<file path="config.mk">
export PLATFORM = sky130hd
export DESIGN_NAME = uuid_v5_sha1_generator_core
export DESIGN_NICKNAME = d
export VERILOG_FILES = /design/src/rtl/core/uvs_pkg.sv /design/src/rtl/core/uuid_v5_sha1_generator_core.sv /design/src/rtl/core/uvs_blkmem.sv /design/src/rtl/core/uvs_round.sv
export SDC_FILE = /design/constraint.sdc
export NUM_CORES = 2
export LEC_CHECK = 0
export ABC_AREA = 1
export ABC_CLOCK_PERIOD_IN_PS = 26600
export BUFFER_PORTS_ARGS = -buffer_cell sky130_fd_sc_hd__buf_2
export CAP_MARGIN = 10
export CORE_MARGIN = 5
export CORE_UTILIZATION = 55
export DETAILED_ROUTE_END_ITERATION = 16
export PLACE_DENSITY = 0.76
export SKIP_CTS_REPAIR_TIMING = 1
export SYNTH_ARGS = -nofsm -noshare
export SYNTH_HDL_FRONTEND = slang
export SYNTH_HIERARCHICAL = 1
export SYNTH_SLANG_ARGS = --single-unit
</file>
<file path="constraint.sdc">
create_clock -name clk -period 26.6 [get_ports clk]
set_input_delay 3.99 -clock clk [delete_from_list [all_inputs] [get_ports clk]]
set_output_delay 3.99 -clock clk [all_outputs]
set_load 0.01 [all_outputs]
</file>
<file path="src/rtl/core/uvs_pkg.sv">
// ----------------------------------------------------------------------------
// uvs_pkg: shared types and constants for the UUID v5 generator
// SHA-1 initial values, round constants, and control structs between modules.
// ----------------------------------------------------------------------------
package uvs_pkg;

  localparam logic [31:0] IV0 = 32'h67452301;
  localparam logic [31:0] IV1 = 32'hEFCDAB89;
  localparam logic [31:0] IV2 = 32'h98BADCFE;
  localparam logic [31:0] IV3 = 32'h10325476;
  localparam logic [31:0] IV4 = 32'hC3D2E1F0;

  localparam logic [31:0] K0 = 32'h5A827999;
  localparam logic [31:0] K1 = 32'h6ED9EBA1;
  localparam logic [31:0] K2 = 32'h8F1BBCDC;
  localparam logic [31:0] K3 = 32'hCA62C1D6;

  localparam logic [63:0] VER_MASK = 64'hFFFFFFFFFFFF0FFF;
  localparam logic [63:0] VER_BITS = 64'h0000000000005000;
  localparam logic [63:0] VAR_MASK = 64'h3FFFFFFFFFFFFFFF;
  localparam logic [63:0] VAR_BITS = 64'h8000000000000000;

  // configuration register indexes
  localparam logic CFG_NS_HIGH = 1'b0;
  localparam logic CFG_NS_LOW  = 1'b1;

  localparam int unsigned ROUNDS = 80;

  // how the block word stream is formed during one compression
  typedef struct packed {
    logic         ns_block;  // bytes 0..15 come from the namespace
    logic         pad;       // 0x80 marker at byte valid_bytes
    logic         len;       // words 14 and 15 carry the bit length
    logic [6:0]   valid_bytes;
    logic [127:0] ns;
    logic [63:0]  bit_len;
  } fmt_t;

  typedef struct packed {
    logic       load;   // copy chain into round vars
    logic       step;   // run one round
    logic [6:0] cnt;    // round number
  } rnd_ctl_t;

  function automatic logic [31:0] rotl(input logic [31:0] x, input int unsigned n);
    rotl = (x << n) | (x >> (32 - n));
  endfunction

endpackage

</file>
<file path="src/rtl/core/uuid_v5_sha1_generator_core.sv">
// ----------------------------------------------------------------------------
// uuid_v5_sha1_generator_core: name-based UUID version 5 generator
// Streams name bytes, hashes namespace plus name with SHA-1, emits the UUID.
// ----------------------------------------------------------------------------
// A name byte is taken only while the core is idle. Each time 64 message bytes have
// gathered, the block is compressed (one RAM read, 80 rounds on the shared round
// unit, one chain add), during which no item is taken. An item with tlast costs one
// more compression (two when 56 or more bytes sit in the last block) and then loads
// the result register; the next name may start while the result waits. The
// namespace registers act on the current name until its first byte arrives.
module uuid_v5_sha1_generator_core (
  input  logic         clk,
  input  logic         rst,
  input  logic         cfg_we,
  input  logic         cfg_addr,
  input  logic [63:0]  cfg_data,
  input  logic         s_tvalid,
  output logic         s_tready,
  input  logic [7:0]   s_tdata,   // name_byte
  input  logic         s_tuser,   // byte_present
  input  logic         s_tlast,   // last
  output logic         m_tvalid,
  input  logic         m_tready,
  output logic [127:0] m_tdata    // uuid_high [63:0], uuid_low [127:64]
);
  import uvs_pkg::*;

  localparam logic [2:0] S_IDLE = 3'd0;
  localparam logic [2:0] S_RD   = 3'd1;
  localparam logic [2:0] S_RND  = 3'd2;
  localparam logic [2:0] S_ADD  = 3'd3;
  localparam logic [2:0] S_OUT  = 3'd4;

  localparam logic [1:0] J_FULL = 2'd0;  // full data block
  localparam logic [1:0] J_PAD1 = 2'd1;  // pad and length in one block
  localparam logic [1:0] J_PADA = 2'd2;  // pad, length follows
  localparam logic [1:0] J_PADB = 2'd3;  // length-only block

  logic [2:0]   state;
  logic [1:0]   job;
  logic [6:0]   cnt;
  logic         pend_last;
  logic [63:0]  ns_high, ns_low;
  logic [127:0] ns_cur;
  logic         started;
  logic         first_blk;
  logic [6:0]   fill;
  logic [63:0]  msg_bytes;
  logic [31:0]  h0, h1, h2, h3, h4;

  logic         acc;
  logic [6:0]   fill_inc;
  logic [6:0]   fill_now;
  fmt_t         fmt;
  rnd_ctl_t     rctl;
  logic [31:0]  msg_word;
  logic [159:0] vars;
  logic [3:0]   rd_addr;
  logic [63:0]  hi_out, lo_out;

  assign s_tready = (state == S_IDLE);
  assign acc      = s_tvalid && s_tready;
  assign fill_inc = fill + 7'd1;
  assign fill_now = s_tuser ? fill_inc : fill;

  always_comb begin
    fmt.ns_block = first_blk;
    fmt.pad      = (job != J_FULL) && (job != J_PADB);
    fmt.len      = (job == J_PAD1) || (job == J_PADB);
    unique case (job)
      J_FULL:  fmt.valid_bytes = 7'd64;
      J_PADB:  fmt.valid_bytes = 7'd0;
      default: fmt.valid_bytes = fill;
    endcase
    fmt.ns      = started ? ns_cur : {ns_high, ns_low};
    fmt.bit_len = {msg_bytes[60:0], 3'b000};
  end

  assign rctl.load = (state == S_RD);
  assign rctl.step = (state == S_RND);
  assign rctl.cnt  = cnt;
  assign rd_addr   = (state == S_RND) ? cnt[3:0] + 4'd1 : 4'd0;

  uvs_blkmem u_mem (
    .clk      (clk),
    .wr_en    (acc && s_tuser),
    .wr_pos   (fill[5:0]),
    .wr_byte  (s_tdata),
    .rd_addr  (rd_addr),
    .word_idx (cnt[3:0]),
    .fmt      (fmt),
    .word     (msg_word)
  );

  uvs_round u_rnd (
    .clk      (clk),
    .ctl      (rctl),
    .chain    ({h0, h1, h2, h3, h4}),
    .msg_word (msg_word),
    .vars     (vars)
  );

  assign hi_out = ({h0, h1} & VER_MASK) | VER_BITS;
  assign lo_out = ({h2, h3} & VAR_MASK) | VAR_BITS;

  always_ff @(posedge clk) begin
    if (rst) begin
      state     <= S_IDLE;
      job       <= J_FULL;
      cnt       <= '0;
      pend_last <= 1'b0;
      ns_high   <= '0;
      ns_low    <= '0;
      started   <= 1'b0;
      first_blk <= 1'b1;
      fill      <= 7'd16;
      msg_bytes <= 64'd16;
      {h0, h1, h2, h3, h4} <= {IV0, IV1, IV2, IV3, IV4};
      m_tvalid  <= 1'b0;
    end else begin
      if (cfg_we) begin
        if (cfg_addr == CFG_NS_HIGH) ns_high <= cfg_data;
        else if (cfg_addr == CFG_NS_LOW) ns_low <= cfg_data;
      end
      if (m_tvalid && m_tready && state != S_OUT) m_tvalid <= 1'b0;
      unique case (state)
        S_IDLE: begin
          if (acc) begin
            if (s_tuser) begin
              fill      <= fill_inc;
              msg_bytes <= msg_bytes + 64'd1;
              started   <= 1'b1;
              if (!started) ns_cur <= {ns_high, ns_low};
            end
            if (s_tuser && fill_inc == 7'd64) begin
              job       <= J_FULL;
              pend_last <= s_tlast;
              state     <= S_RD;
            end else if (s_tlast) begin
              job   <= (fill_now < 7'd56) ? J_PAD1 : J_PADA;
              state <= S_RD;
            end
          end
        end
        S_RD: begin
          cnt   <= '0;
          state <= S_RND;
        end
        S_RND: begin
          cnt <= cnt + 7'd1;
          if (cnt == 7'(ROUNDS - 1)) state <= S_ADD;
        end
        S_ADD: begin
          h0 <= h0 + vars[159:128];
          h1 <= h1 + vars[127:96];
          h2 <= h2 + vars[95:64];
          h3 <= h3 + vars[63:32];
          h4 <= h4 + vars[31:0];
          first_blk <= 1'b0;
          unique case (job)
            J_FULL: begin
              fill <= '0;
              if (pend_last) begin
                pend_last <= 1'b0;
                job       <= J_PAD1;
                state     <= S_RD;
              end else begin
                state <= S_IDLE;
              end
            end
            J_PADA: begin
              job   <= J_PADB;
              state <= S_RD;
            end
            default: state <= S_OUT;
          endcase
        end
        S_OUT: begin
          // a held result leaves in this cycle, so a new one may replace it
          if (!m_tvalid || m_tready) begin
            m_tdata   <= {lo_out, hi_out};
            m_tvalid  <= 1'b1;
            started   <= 1'b0;
            first_blk <= 1'b1;
            fill      <= 7'd16;
            msg_bytes <= 64'd16;
            {h0, h1, h2, h3, h4} <= {IV0, IV1, IV2, IV3, IV4};
            state     <= S_IDLE;
          end
        end
        default: state <= S_IDLE;
      endcase
    end
  end

endmodule

</file>
<file path="src/rtl/core/uvs_blkmem.sv">
// ----------------------------------------------------------------------------
// uvs_blkmem: block buffer memory and message word formatter
// Packs name bytes into a 16x32 word RAM and forms padded message words.
// ----------------------------------------------------------------------------
module uvs_blkmem (
  input  logic               clk,
  input  logic               wr_en,
  input  logic [5:0]         wr_pos,
  input  logic [7:0]         wr_byte,
  input  logic [3:0]         rd_addr,
  input  logic [3:0]         word_idx,
  input  uvs_pkg::fmt_t      fmt,
  output logic [31:0]        word
);
  import uvs_pkg::*;

  logic [31:0] mem [16];
  logic [31:0] rdata;
  logic [31:0] wacc;
  logic [31:0] wacc_next;

  // the whole word is rewritten per byte; stale lanes are masked at read
  always_comb begin
    wacc_next = wacc;
    unique case (wr_pos[1:0])
      2'd0: wacc_next[31:24] = wr_byte;
      2'd1: wacc_next[23:16] = wr_byte;
      2'd2: wacc_next[15:8]  = wr_byte;
      default: wacc_next[7:0] = wr_byte;
    endcase
  end

  always_ff @(posedge clk) begin
    if (wr_en) begin
      wacc <= wacc_next;
      mem[wr_pos[5:2]] <= wacc_next;
    end
    rdata <= mem[rd_addr];
  end

  always_comb begin
    logic [5:0] p;
    logic [7:0] b;
    word = '0;
    for (int j = 0; j < 4; j++) begin
      p = {word_idx, 2'(j)};
      if (fmt.ns_block && word_idx < 4'd4)
        b = fmt.ns[7'(127 - 8 * int'(p[3:0])) -: 8];
      else
        b = rdata[31 - 8 * j -: 8];
      if ({1'b0, p} < fmt.valid_bytes)
        word[31 - 8 * j -: 8] = b;
      else if (fmt.pad && {1'b0, p} == fmt.valid_bytes)
        word[31 - 8 * j -: 8] = 8'h80;
      else
        word[31 - 8 * j -: 8] = 8'h00;
    end
    if (fmt.len && word_idx == 4'd14) word = fmt.bit_len[63:32];
    if (fmt.len && word_idx == 4'd15) word = fmt.bit_len[31:0];
  end

endmodule

</file>
<file path="src/rtl/core/uvs_round.sv">
// ----------------------------------------------------------------------------
// uvs_round: SHA-1 round datapath
// Working variables a..e and the 16-word schedule line, one round per cycle.
// ----------------------------------------------------------------------------
module uvs_round (
  input  logic                clk,
  input  uvs_pkg::rnd_ctl_t   ctl,
  input  logic [159:0]        chain,
  input  logic [31:0]         msg_word,
  output logic [159:0]        vars
);
  import uvs_pkg::*;

  logic [31:0] a, b, c, d, e;
  logic [31:0] sched [16];
  logic [31:0] w, f, k, tmp;

  always_comb begin
    if (ctl.cnt < 7'd16)
      w = msg_word;
    else
      w = rotl(sched[13] ^ sched[8] ^ sched[2] ^ sched[0], 1);
    if (ctl.cnt < 7'd20) begin
      f = (b & c) | (~b & d);
      k = K0;
    end else if (ctl.cnt < 7'd40) begin
      f = b ^ c ^ d;
      k = K1;
    end else if (ctl.cnt < 7'd60) begin
      f = (b & c) | (b & d) | (c & d);
      k = K2;
    end else begin
      f = b ^ c ^ d;
      k = K3;
    end
    tmp = rotl(a, 5) + f + e + w + k;
  end

  always_ff @(posedge clk) begin
    if (ctl.load) begin
      {a, b, c, d, e} <= chain;
    end else if (ctl.step) begin
      e <= d;
      d <= c;
      c <= rotl(b, 30);
      b <= a;
      a <= tmp;
      for (int i = 0; i < 15; i++) sched[i] <= sched[i + 1];
      sched[15] <= w;
    end
  end

  assign vars = {a, b, c, d, e};

endmodule
</file>
==> results.tsv <==
metric	value	unit
P_leak	39.1	nW
IR drop worst, VDD	0.0690	mV
ANT cells	0	
pre-CTS setup slack	19370	ps
clock buffer depth	3	
# rows	144	
post-route DRC violation count	0	
dpl hpwl	177000	µm
WP data arrival	7470	ps
Slew @ Worst Pin	1230	ps
cell depth of the worst setup path	33	
first-pass GRT wire length	374000	µm
Logic pwr share	31.6	%
final setup skew	51.8	ps
syn_area_per_cell	9.32	µm²
Via density	5.62	
Internal Power	5.56	mW
area of the multi-input gates	30200	µm²
TritonCTS buffer count	178	
Overflow after GRT	0	
initial antenna violation count	4	
GRT Overall Usage	30.2	%
Initial Utilization	55.3	%
Wirelength per Cell	21.9	µm
NumNets Final	9712	
unrepaired setup endpoints after global routing	no	
Util after Layout	61.2	%
drt pass-1 iters	6	
FMAX	144	MHz
vias in the first global route	60692	
worst r2r path cells	33	
Syn Std Cell Area	85200	µm²
final worst slack	19650	ps
register area	48900	µm²
Post-DRT Antenna Nets	0	
Yosys warning count	6	
Filler Cell Count	12777	
CP required	27120	ps
busiest grt layer	met1	
DR vias	64632	
met1 Resource Use GR	44.9	%
Sequential Power Share	39.0	%
outcome	completed	
power per cell area	93.0	nW/µm²
max-cap violations	0	
NetSw	3.20	mW
Hold Path Stages	0	
grt met2 use	44.4	%
fin. max-slew vios	0	
clock network power share	29.5	%
largest net degree at the start of global routing	264	
Critical Path Slowest Stage Cell	o31ai_1	
RePlAce Congestion	1.01	
CP delay by family, top	adder cells	
Core ar.	154000	µm²
die area	163000	µm²
Synth Instances	9144	
CTS tree	yes	
DR iter-0 viols	7831	
cell mode on critical path	nand2_1	
die height	404	µm
clk sink count	1742	
area grow syn2layout	10.6	%
Clock Tree Root	clkbuf_16	
Crit. End Element	flip-flop	
most common cell after layout, fill and taps aside	nand2_1	
Die Wd	404	µm
worst hold-check path type	flip-flop to flip-flop	
WS Path Type	flip-flop to flip-flop	
drt total wl	252000	µm
share of layout cells above drive strength 1	7.15	%
Final Hold Fails	0	
R2R Setup Slk	19650	ps
input/output buffers	203	
WHS	409	ps
clk slew on worst S/H paths	60	ps
Critical Path Start Type	flip-flop	
Buf/Inv on CP	7	
H-tree levels	4	
M3 GR Usage	6.59	%
worst-skew pair later-pin latency	820	ps
final worst-path cycle share	26.1	%
Slew headroom	18.3	%
min cycle time layout	6950	ps
Final setup viols	0	
most frequent cells in the layout	2611 x nand2_1, 1402 x edfxtp_1, 1271 x inv_1, 635 x nor2_1, 633 x nand3_1	
maximum net fanout on the critical path	11	
switching share of power	36.6	%
setup tns final	0	ps
I/O pin count	210	
Largest stage delay, worst path	540	ps
==> power by group through the flow <==
stage | sequential, mW | combinational, mW | clock (mW)
after CTS | 3.40 | 2.69 | 2.62
final | 3.41 | 2.77 | 2.58
after detailed placement | 3.46 | 2.67 | 0
after floorplan | 3.42 | 1.84 | 0
after global routing | 3.42 | 3.05 | 2.74
after global placement | 3.45 | 2.65 | 0
==> flip-flops by register name (all words and copies together) (netlist names), 2 cells and up <==
name and cells:
h2 32, u_mem/rdata 32, u_rnd/e 32, m_tdata 122, u_mem/mem 512, state 3
h0 32, ns_cur 64, h1 32, job 2, h4 32, fill 7
msg_bytes 61, ns_low 64, cnt 7, u_mem/wacc 32, h3 32, u_rnd/b 32
u_rnd/a 32, u_rnd/d 32, u_rnd/sched 512, u_rnd/c 32
==> layout make-up <==
| cell class | instances | area share, % |
|---|---|---|
| Clock buffer | 228 | 5.03 |
| Clock inverter | 107 | 1.41 |
| Timing Repair Buffer | 272 | 1.70 |
| Inverter | 1298 | 5.19 |
| Sequential cell | 1742 | 51.9 |
| Tap cell | 2044 | 2.71 |
| Multi-Input combinational cell | 5809 | 32.1 |
==> metal layers <==
layer	share of wire (%)	wire, µm
met1	43	107000
met2	43	108000
met3	11	27700
met4	3.5	8790
met5	0.015	38
==> worst register-to-register path, delay by kind of cell, from the launching register on <==
kind | cells | cell delay, ps
compound gates | 2 | 800
fa+ha+maj | 7 | 2970
buf+inv | 7 | 530
flops | 1 | 370
simple gates | 17 | 1990
==> path summary, 6_finish.rpt <==
kind | start | endpoint
hold reg to reg | u_rnd/sched[1][54]$_DFFE_PP_ | u_rnd/sched[1][22]$_DFFE_PP_
hold / removal | u_rnd/sched[1][54]$_DFFE_PP_ | u_rnd/sched[1][22]$_DFFE_PP_
setup reg to reg | job[0]$_SDFFE_PP0P_ | u_rnd/a[29]$_DFFE_PP_
setup / recovery | job[0]$_SDFFE_PP0P_ | u_rnd/a[29]$_DFFE_PP_
==> through the flow <==
step | area [µm²] | std cells | power, mW
floorplan | 85300 | 9151 | 5.27
global placement | 88200 | 11164 | 6.10
detailed placement | 88200 | 11164 | 6.12
CTS | 94200 | 11499 | 8.71
global route | 94300 | 11500 | 9.21
finish | 94300 | 11500 | 8.77
(Power assumes the default switching activity.)
